**src/b2bcd_pkg.sv**
```systemverilog
// ----------------------------------------------------------------------------
// b2bcd_pkg
// shared widths, pipeline sizing and the shift-add-3 helpers for the
// binary to packed bcd converter
// ----------------------------------------------------------------------------
package b2bcd_pkg;

  // field widths
  localparam int unsigned DATA_W  = 32;
  localparam int unsigned DIGITS  = 10;
  localparam int unsigned BCD_W   = 4 * DIGITS;
  localparam int unsigned CNT_W   = 4;

  // dabble pipeline sizing: shift steps per stage and number of stages
  localparam int unsigned STEPS_PER_STG = 4;
  localparam int unsigned DAB_STG       = DATA_W / STEPS_PER_STG;
  // input stage, dabble stages, digit count stage
  localparam int unsigned NUM_STG       = DAB_STG + 2;

  // output bus layout
  localparam int unsigned OUT_FIELDS_W = BCD_W + CNT_W;
  localparam int unsigned OUT_TDATA_W  = ((OUT_FIELDS_W + 7) / 8) * 8;

  // one shift-add-3 step: correct digits at five or more, then shift in a bit
  function automatic logic [BCD_W-1:0] dabble_step(input logic [BCD_W-1:0] bcd,
                                                   input logic             bit_in);
    logic [BCD_W-1:0] adj;
    adj = bcd;
    for (int d = 0; d < DIGITS; d++) begin
      if (adj[4*d +: 4] >= 4'd5) begin
        adj[4*d +: 4] = adj[4*d +: 4] + 4'd3;
      end
    end
    return {adj[BCD_W-2:0], bit_in};
  endfunction

  // number of significant digits: position of the highest nonzero nibble
  function automatic logic [CNT_W-1:0] digit_count(input logic [BCD_W-1:0] bcd);
    logic [CNT_W-1:0] cnt;
    cnt = '0;
    for (int d = 0; d < DIGITS; d++) begin
      if (bcd[4*d +: 4] != 4'd0) begin
        cnt = CNT_W'(d + 1);
      end
    end
    return cnt;
  endfunction

endpackage

```
**src/binary_to_bcd_converter_unit.sv**
```systemverilog
// ----------------------------------------------------------------------------
// binary_to_bcd_converter_unit
// pipelined signed 32-bit binary to ten-digit packed bcd converter
// ----------------------------------------------------------------------------
// usage
//   input channel in_*: one signed 32-bit value per item on in_tdata.
//   output channel out_*: out_tdata[39:0] holds ten bcd nibbles, nibble 0
//   the least significant digit; out_tdata[43:40] holds the count of
//   significant digits. zero and negative values give all zero digits and
//   a count of zero.
//   an item passes through one capture stage, eight shift-add-3 stages of
//   four steps each and one digit count stage, and out_tvalid rises once
//   it reaches the digit count stage.
//   throughput is one item per cycle unless the receiver stalls; each stage
//   holds one item and the shift-add-3 chain is split evenly over the eight
//   middle stages.
//   a stalled receiver holds out_tdata stable; upstream stages keep filling
//   any empty slots, so in_tready drops only once every stage is full.
//   synchronous reset clears all stage valid bits; no item is in flight
//   afterwards and in_tready is high in the next cycle.
// ----------------------------------------------------------------------------
module binary_to_bcd_converter_unit (
  input  logic                                clk,
  input  logic                                rst_n,
  // value (bits 31:0)
  input  logic [b2bcd_pkg::DATA_W-1:0]        in_tdata,
  input  logic                                in_tvalid,
  output logic                                in_tready,
  // bcd_digits (bits 39:0), digit_count (bits 43:40), zero fill above
  output logic [b2bcd_pkg::OUT_TDATA_W-1:0]   out_tdata,
  output logic                                out_tvalid,
  input  logic                                out_tready
);

  localparam int unsigned DATA_W  = b2bcd_pkg::DATA_W;
  localparam int unsigned BCD_W   = b2bcd_pkg::BCD_W;
  localparam int unsigned CNT_W   = b2bcd_pkg::CNT_W;
  localparam int unsigned STEPS   = b2bcd_pkg::STEPS_PER_STG;
  localparam int unsigned DAB_STG = b2bcd_pkg::DAB_STG;
  localparam int unsigned NUM_STG = b2bcd_pkg::NUM_STG;
  localparam int unsigned OUT_W   = b2bcd_pkg::OUT_TDATA_W;

  // stage valid bits; bin_r[k] sits in stage k, bcd_r[k] in stage k+1
  logic [NUM_STG-1:0] v_r;
  logic [DATA_W-1:0]  bin_r   [DAB_STG];
  logic [DATA_W-1:0]  bin_nxt [DAB_STG];
  logic [BCD_W-1:0]   bcd_r   [DAB_STG+1];
  logic [BCD_W-1:0]   bcd_nxt [DAB_STG+1];
  logic [CNT_W-1:0]   cnt_r;
  logic [CNT_W-1:0]   cnt_nxt;
  logic [NUM_STG-1:0] load;

  // per-stage load enables: a stage takes new data when empty or draining
  always_comb begin
    load[NUM_STG-1] = !v_r[NUM_STG-1] || out_tready;
    for (int s = NUM_STG - 2; s >= 0; s--) begin
      load[s] = !v_r[s] || load[s+1];
    end
  end

  assign in_tready = load[0];

  // capture stage and shift-add-3 stages, four steps each
  always_comb begin
    logic [BCD_W-1:0]  bcd;
    logic [DATA_W-1:0] b;
    // negative values convert as zero
    bin_nxt[0] = in_tdata[DATA_W-1] ? '0 : in_tdata;
    for (int k = 1; k < DAB_STG; k++) begin
      bin_nxt[k] = '0;
    end
    bcd = '0;
    b   = '0;
    for (int k = 0; k < DAB_STG; k++) begin
      // shifted value of the previous stage feeds this one
      if (k > 0) begin
        bin_nxt[k] = b;
      end
      b = bin_r[k];
      for (int j = 0; j < STEPS; j++) begin
        bcd = b2bcd_pkg::dabble_step(bcd, b[DATA_W-1]);
        b   = {b[DATA_W-2:0], 1'b0};
      end
      bcd_nxt[k] = bcd;
      bcd        = bcd_r[k];
    end
    // digit count stage
    bcd_nxt[DAB_STG] = bcd_r[DAB_STG-1];
    cnt_nxt          = b2bcd_pkg::digit_count(bcd_r[DAB_STG-1]);
  end

  // valid bits
  always_ff @(posedge clk) begin
    if (!rst_n) begin
      v_r <= '0;
    end else begin
      if (load[0]) begin
        v_r[0] <= in_tvalid;
      end
      for (int s = 1; s < NUM_STG; s++) begin
        if (load[s]) begin
          v_r[s] <= v_r[s-1];
        end
      end
    end
  end

  // payload registers
  always_ff @(posedge clk) begin
    for (int k = 0; k < DAB_STG; k++) begin
      if (load[k]) begin
        bin_r[k] <= bin_nxt[k];
      end
    end
    for (int k = 0; k <= DAB_STG; k++) begin
      if (load[k+1]) begin
        bcd_r[k] <= bcd_nxt[k];
      end
    end
    if (load[NUM_STG-1]) begin
      cnt_r <= cnt_nxt;
    end
  end

  // output bus
  assign out_tvalid = v_r[NUM_STG-1];
  assign out_tdata  = OUT_W'({cnt_r, bcd_r[DAB_STG]});

endmodule

```
**config.mk**
```make
export PLATFORM = sky130hd
export DESIGN_NAME = binary_to_bcd_converter_unit
export DESIGN_NICKNAME = d
export VERILOG_FILES = /design/src/b2bcd_pkg.sv /design/src/binary_to_bcd_converter_unit.sv
export SDC_FILE = /design/constraint.sdc
export NUM_CORES = 1
export LEC_CHECK = 0
export ABC_AREA = 1
export BUFFER_PORTS_ARGS = -buffer_cell sky130_fd_sc_hd__buf_2
export CAP_MARGIN = 15
export CORE_MARGIN = 2
export CORE_UTILIZATION = 52
export CTS_BUF_LIST = sky130_fd_sc_hd__clkbuf_4
export DETAILED_ROUTE_END_ITERATION = 6
export PLACE_DENSITY = 0.67
export SYNTH_ARGS = -nofsm -noshare
export SYNTH_HDL_FRONTEND = slang
export SYNTH_SLANG_ARGS = --single-unit
```
**constraint.sdc**
```tcl
create_clock -name clk -period 7.94 [get_ports clk]
set_clock_uncertainty 0.2 [all_clocks]
set_input_delay 0.397 -clock clk [delete_from_list [all_inputs] [get_ports clk]]
set_output_delay 0.397 -clock clk [all_outputs]
set_load 0.01 [all_outputs]
```
# == Word level (Yosys, flattened, before mapping) ==
# Memories as Yosys holds them, arrays and structs flattened.
# Index checks and enable logic that the tools add are counted.
# word_totals
mem_count,2
reg_bits,14
mem_bits_rw,616
elab_cells,918
# memory_table
name,words,word_bits,rd,rd_ports_with_merged_regs,wr,line,rtl
bcd_r,9,40,9,0,9,binary_to_bcd_converter_unit.sv:47,logic [BCD_W-1:0] bcd_r [DAB_STG+1];
bin_r,8,32,8,0,8,binary_to_bcd_converter_unit.sv:45,logic [DATA_W-1:0] bin_r [DAB_STG];
# classes
add_sub_neg,281
reduce_logical,31
n_mux,311
order_cmp,281
# ops
operator,n
$ge A4 B3 Y1 const B,280
$mux W4,259
$add A4 B2 Y4 const B,252
$add A3 B2 Y3 const B,28
$mux W3,28
$reduce_bool A4 Y1,10
$mux W31,1
$mux W1,21
$logic_not A1 Y1,10
$logic_or A1 B1 Y1,10
$add A3 B2 Y4 const B,1
$mux W2,2
$ge A3 B3 Y1 const B,1
$reduce_or A3 Y1,1

# == Logic depth before layout (Yosys ltp) ==
# Gate-level depths: netlist (run 1).
# logic_depth
depth_word,13
ltp_mapped,27
mapped_depth_nobuf,27

# == Worst setup path before layout (run 1) ==
# No wires, ideal clock.
# synth_timing
path_kind,input port to output port
start,input out_tready
end,output in_tready
path_buffers,0
arrival_ps,6849
stages,16
slack_ps,494
required_ps,7343
cell_sequence,nor2_1 -> inv_2 -> nor2_1 -> inv_2 -> nor2_1 -> inv_1 -> nor2_1 -> inv_1 -> nor2_1 -> inv_1 -> nor2_1 -> inv_1 -> nor2_2 -> nand2_1 -> nor2_2 -> nand2_1
# synth_between
elab_chain_cells,10
# synth_lines
element,line,rtl
start: declaration,binary_to_bcd_converter_unit.sv:32,input logic out_tready
$logic_or A1 B1 Y1,binary_to_bcd_converter_unit.sv:55,load[NUM_STG-1] = !v_r[NUM_STG-1] || out_tready;
named net load[9],binary_to_bcd_converter_unit.sv:51,logic [NUM_STG-1:0] load;
$logic_or A1 B1 Y1,binary_to_bcd_converter_unit.sv:57,load[s] = !v_r[s] || load[s+1];
named net load[8],binary_to_bcd_converter_unit.sv:51,
$logic_or A1 B1 Y1,binary_to_bcd_converter_unit.sv:57,
named net load[7],binary_to_bcd_converter_unit.sv:51,
$logic_or A1 B1 Y1,binary_to_bcd_converter_unit.sv:57,
named net load[6],binary_to_bcd_converter_unit.sv:51,
$logic_or A1 B1 Y1,binary_to_bcd_converter_unit.sv:57,
named net load[5],binary_to_bcd_converter_unit.sv:51,
$logic_or A1 B1 Y1,binary_to_bcd_converter_unit.sv:57,
named net load[4],binary_to_bcd_converter_unit.sv:51,
$logic_or A1 B1 Y1 (2 in a row),binary_to_bcd_converter_unit.sv:57,
named net load[2],binary_to_bcd_converter_unit.sv:51,
$logic_or A1 B1 Y1 (2 in a row),binary_to_bcd_converter_unit.sv:57,
end: declaration,binary_to_bcd_converter_unit.sv:28,"output logic in_tready,"
# The timed path passes the listed nets, and every way through them passes these cells.

# == Final worst setup path (run 1) ==
# layout_timing
start,register v_r[9]
end,output in_tready
# layout_between
elab_chain_cells,11
# layout_lines
element,line,rtl
start: declaration,binary_to_bcd_converter_unit.sv:44,logic [NUM_STG-1:0] v_r;
start signal: indexed assignment,binary_to_bcd_converter_unit.sv:102,v_r[s] <= v_r[s-1];
$logic_not A1 Y1,binary_to_bcd_converter_unit.sv:55,
$logic_or A1 B1 Y1,binary_to_bcd_converter_unit.sv:55,
named net load[9],binary_to_bcd_converter_unit.sv:51,
$logic_or A1 B1 Y1,binary_to_bcd_converter_unit.sv:57,
named net load[8],binary_to_bcd_converter_unit.sv:51,
$logic_or A1 B1 Y1,binary_to_bcd_converter_unit.sv:57,
named net load[7],binary_to_bcd_converter_unit.sv:51,
$logic_or A1 B1 Y1,binary_to_bcd_converter_unit.sv:57,
named net load[6],binary_to_bcd_converter_unit.sv:51,
$logic_or A1 B1 Y1,binary_to_bcd_converter_unit.sv:57,
named net load[5],binary_to_bcd_converter_unit.sv:51,
$logic_or A1 B1 Y1,binary_to_bcd_converter_unit.sv:57,
named net load[4],binary_to_bcd_converter_unit.sv:51,
$logic_or A1 B1 Y1 (2 in a row),binary_to_bcd_converter_unit.sv:57,
named net load[2],binary_to_bcd_converter_unit.sv:51,
$logic_or A1 B1 Y1 (2 in a row),binary_to_bcd_converter_unit.sv:57,
# The timed path passes the listed nets, and every way through them passes these cells.

==> impl_metrics.toml, run 1 <==
[logic_synthesis]
yosysSeqAreaShare_pct = 42.7
yosys_register_bits = 372
synth.area.top_cells = "edfxtp_1 (42%), nand2_1 (16%), inv_1 (8.8%)"
synth_top_area_share_pct = 41.9
avgSynthCellArea_um2 = 7.78
synth_edf_count = 362
ys_top_cells_by_count = "nand2_1 (1,123), inv_1 (608), edfxtp_1 (362), nand3_1 (327), ha_1 (135)"
synthArstFlopShare_pct = 0
synth_cell_types = 44
synth_area_um2 = 25900
synth_most_common_cell = "nand2_1"
ys.flop_type = "edfxtp_1"
synth-warning-count = 0
syn_inst = 3333
synth_top_cell_by_area = "edfxtp_1"

[floorplanning]
rows = 81
die_x_um = 227
num_io_pins = 86
core_um2 = 49100
dieArea_um2 = 51700
die_h_um = 227
start_util_pct = 52.9

[worst_setup_path]
end_kind = "primary output"
max_stage_delay_ps = 810
critPathTopFamily = "buffers and inverters"
critical_path_required_ps = 7340
cpMaxStageDelayCell = "nand2_1"
start_kind = "flop"
crit_chain = "inv_1 -> nor2_1 -> inv_2 -> nor2_1 -> inv_2 -> nor2_1 -> inv_1 -> buf_4 -> nor2_1 -> inv_1 -> buf_4 -> nor2_1 -> inv_1 -> buf_4 -> nor2_1 -> inv_1 -> nor2_2 -> nand2_1 -> nor2_2 -> nand2_1 -> buf_2"
cp_common_cell = "nor2_1"
critPathArrivalTime_ps = 5810
critPathBufInv = 11
worstSetupPathType = "flop to primary output"
critical_path.max_fanout = 46

[layout]
drive_gt1_share_pct = 13.0
fin_nets = 3712
post-route-util_pct = 58.7
area_delta_synth_final_pct = 11.0

[timing]
min_period_ps = 6410
hold_viol = 0
fmax_mhz = 156
setup_violations = 0
tns_ps = 0
slew_violations = 0
rsz0062_at_grt = "no"
fin_crit_sh_pct = 80.7
relSlewSlack_pct = 24.7
tightest_slew_ps = 1130

[route]
drcViolationCount = 0
drt_iter0_drc = 857
viasPerCell = 4.96
wirelength_mm = 44.6
wire_per_inst_um = 10.4
firstDrtPassIters = 6
drtAntennaViolNets = 0
vias = 21207

[global_route]
grt_usage_pct = 17.8
grt_pass1_wl_mm = 79.3
grt_pass1_vias = 20370
grt.overflow.total = 0
grt_max_degree = 47
antenna_found_initial = 2

[place]
dpl.hpwl_mm = 33.8
port_buffers = 81
routabilityCongestion = 0.813

[clock_network]
clkTransAtPathRegs_ps = 60
h-tree-depth = 3
clk_latency_ps = 870
numCtsBuffers = 96
cts_root_buf = "clkbuf_4"
cts-resized-gates = 0
cts_sinks = 372
cts_buffer_depth = 3
cts_tree = "yes"

[run_status]
status = "complete, no violations"

[run]
cap_violations = 0

[hold_path]
min_path_type = "input pin to flop"
-- registers in the layout (all words and copies together) (netlist names) --
name / count
bcd_r: 215
bin_r: 143
v_r: 10
cnt_r: 4
-- logic make-up (layout without fill, tap and decap cells) --
logic type	count (synthesis)	after routing	share of synthesized area, %
other	1	9	0.0145
flip-flops	372	372	42.7
AO/OA/AOI/OAI	236	236	5.41
buffers and inverters	665	934	10.3
adder cells (fa/ha/maj)	135	135	6.51
AND/OR/NAND/NOR	1850	1850	32.4
XOR/XNOR	74	74	2.70
-- final timing paths --
kind / cells past startpoint / to / from / slack [ps]
setup / recovery: 21 / in_tready / v_r[9] / 1530
hold / removal: 4 / v_r[0] / in_tvalid / 120
setup reg to reg: 21 / bin_r[0][23] / v_r[9] / 2410
hold reg to reg: 0 / bin_r[0][52] / bin_r[0][16] / 190
-- stage by stage --
| stage | std cells | hold WS [ps] | cell area [um2] | worst slack, ps |
|---|---|---|---|---|
| finish | 4274 | 115 | 28800 | 1530 |
| global route | 4274 | 45.5 | 28800 | 834 |
| CTS | 4268 | 4.01 | 28700 | 1360 |
| detailed placement | 4041 | 205 | 26900 | 2160 |
| global placement | 4041 | 201 | 26900 | 2270 |
| floorplan | 3336 | 200 | 25900 | 494 |
-- cell usage in the layout (no fill, tap or decap), types with 53 or more instances in the layout --
cell | synthesis | routed
edfxtp_1 | 362 | 362
nor2_1 | 88 | 88
inv_1 | 608 | 608
nand2_1 | 1123 | 1123
ha_1 | 135 | 135
o21ai_0 | 63 | 63
dlygate4sd3_1 | 0 | 65
o21ai_1 | 53 | 53
nand3_2 | 62 | 62
nand3_1 | 327 | 327
nand4_1 | 87 | 87
nand2_2 | 117 | 117
clkbuf_4 | 0 | 139
xor2_1 | 61 | 61
buf_2 | 0 | 81
-- layout make-up --
type                    count  area [um2]
fillers                  4340       20300
clock buffers             139        1040
well taps                 664         831
repair buffers            154        1140
flip-flops and latches    372       11100
clock inverters            23         153
inverters                 618        2320
multi-input cells        2299       12200
diodes                      5        12.5
-- worst min-delay path: cells and delay by family --
kind                   cells  cell delay (ps)
buffers and inverters      3              690
AOI/OAI and AO/OA          1               50
-- timing repair --
| item | CTS | global route |
|---|---|---|
| hold endpoints to repair | 41 | 0 |
| buffers inserted | 0 | 0 |
| hold buffers | 65 | 0 |
-- layer usage --
metal	GRT usage [%]	routed length, um
met1	17.9	18000
met2	35.7	24000
met4	6.35	1060
met3	3.68	1560
met5	0	0
Power of run 1 is not shown: default switching activity piles up to over one toggle a cycle in this logic, so the estimate is an artifact.
==> run 2: changes to the inputs <==
clock period = 6.26 ns   (was 7.94 ns; I/O delays follow)
==> run 2 against run 1 <==
  * Global-route usage rose by 0.65 points
  * Cell count increased by 0.77%
  * Worst hold slack gained 91 ps
  * Critical path depth is 2 lower
  * Sequential cell count unchanged
==> impl_metrics.toml, run 2 (same netlist as run 1, synthesis figures left out) <==
[run_status]
status = "complete, no violations"

[floorplanning]
dieArea_um2 = 51700
start_util_pct = 52.9
core_um2 = 49100
rows = 81
die_x_um = 227
die_h_um = 227
num_io_pins = 86

[worst_setup_path]
start_kind = "flop"
critPathArrivalTime_ps = 5000
worstSetupPathType = "flop to primary output"
crit_chain = "inv_1 -> nor2_1 -> inv_4 -> nor2_1 -> inv_4 -> nor2_1 -> clkinvlp_4 -> nor2_4 -> clkinvlp_4 -> nor2_4 -> clkinvlp_4 -> nor2_4 -> clkinvlp_4 -> buf_4 -> nor2_4 -> nand2_4 -> nor2_2 -> nand2_2 -> buf_2"
critical_path.max_fanout = 46
end_kind = "primary output"
critical_path_required_ps = 5750
max_stage_delay_ps = 510
cpMaxStageDelayCell = "nand2_2"
rrSetupSlack_ps = 1690

[layout]
layout_common_cells = "nand2_1 (1,121), inv_1 (603), edfxtp_1 (362)"
fin_nets = 3731
top_regs = "bcd_r: 215 flops, bin_r: 143 flops, v_r: 10 flops"
final_common_cell = "nand2_1"
area_delta_synth_final_pct = 12.2
largest_reg_flops = 215
regMostFlops = "bcd_r"
drive_gt1_share_pct = 13.1

[global_route]
grt_pass1_vias = 20386
grt_pass1_wl_mm = 81.2
antenna_found_initial = 1
grt.overflow.total = 0
grt_usage_pct = 18.5
grt_max_degree = 47

[clock_network]
post_cts_buffers = 0
cts_sinks = 372
numCtsBuffers = 96
cts-resized-gates = 0
clk_latency_ps = 830
hold_buffers = 87
cts_tree = "yes"
cts_root_buf = "clkbuf_4"
clkTransAtPathRegs_ps = 70
h-tree-depth = 3
cts_buffer_depth = 3

[route]
viasPerCell = 4.92
wire_per_inst_um = 10.8
drt_iter0_drc = 879
drtAntennaViolNets = 0
drcViolationCount = 0
wirelength_mm = 46.4
firstDrtPassIters = 5
vias = 21197

[place]
routabilityCongestion = 0.828
port_buffers = 81
dpl.hpwl_mm = 34.3

[timing]
relSlewSlack_pct = 45.6
fmax_mhz = 181
slew_violations = 0
setup_violations = 0
tns_ps = 0
hold_viol = 0
rsz0062_at_grt = "no"
tightest_slew_ps = 813
min_period_ps = 5520
fin_crit_sh_pct = 88.1

[run]
cap_violations = 0

[hold_path]
min_path_type = "flop to flop"
[run 2: changes by cell type in the layout (fill, tap and decap cells not counted), sizes merged, moves of 2 or more]
cell,delta
buf,-3
dlygate4sd3,+22
clkinvlp,+4
clkinv,+14
inv,-3
diode,-4
bufinv,+2
[run 2: area by class of cell]
| class | instances | area, um2 |
|---|---|---|
| Tap cell | 664 | 831 |
| Clock buffer | 140 | 1050 |
| Timing Repair Buffer | 173 | 1310 |
| Clock inverter | 40 | 240 |
| Sequential cell | 372 | 11100 |
| Inverter | 618 | 2340 |
| Fill cell | 4345 | 19900 |
| Multi-Input combinational cell | 2299 | 12300 |
| Antenna cell | 1 | 2.50 |
[run 2: stage by stage]
stage	util (%)	hold slack, ps	area, um2	worst slack, ps	cells
detailed placement	54.9	205	26900	1490	4039
floorplan	-	200	26000	33.7	3336
finish	59.3	206	29100	742	4307
global placement	54.9	201	26900	1580	4039
CTS	59.3	144	29100	633	4306
global route	59.3	215	29100	250	4307
[run 2: worst paths after layout]
check,from,end,cells past startpoint
setup / recovery,v_r[9],in_tready,19
hold / removal,bin_r[0][77],bin_r[0][113],0
setup reg to reg,v_r[9],bin_r[0][58],18
hold reg to reg,bin_r[0][77],bin_r[0][113],0
[run 2: metal layers]
layer	routed length, um	global-route usage (%)
met1	18500	18.7
met2	25200	36.8
met3	1510	3.48
met4	1130	7.36
met5	0	0
[run 2: worst max-delay path, delay by kind of cell, from the launching register on]
| kind | cells | cell delay [ps] |
|---|---|---|
| and+or+nand+nor | 10 | 2250 |
| DFF | 1 | 320 |
| buffers and inverters | 9 | 1550 |
Power of run 2 is left out for the same reason.
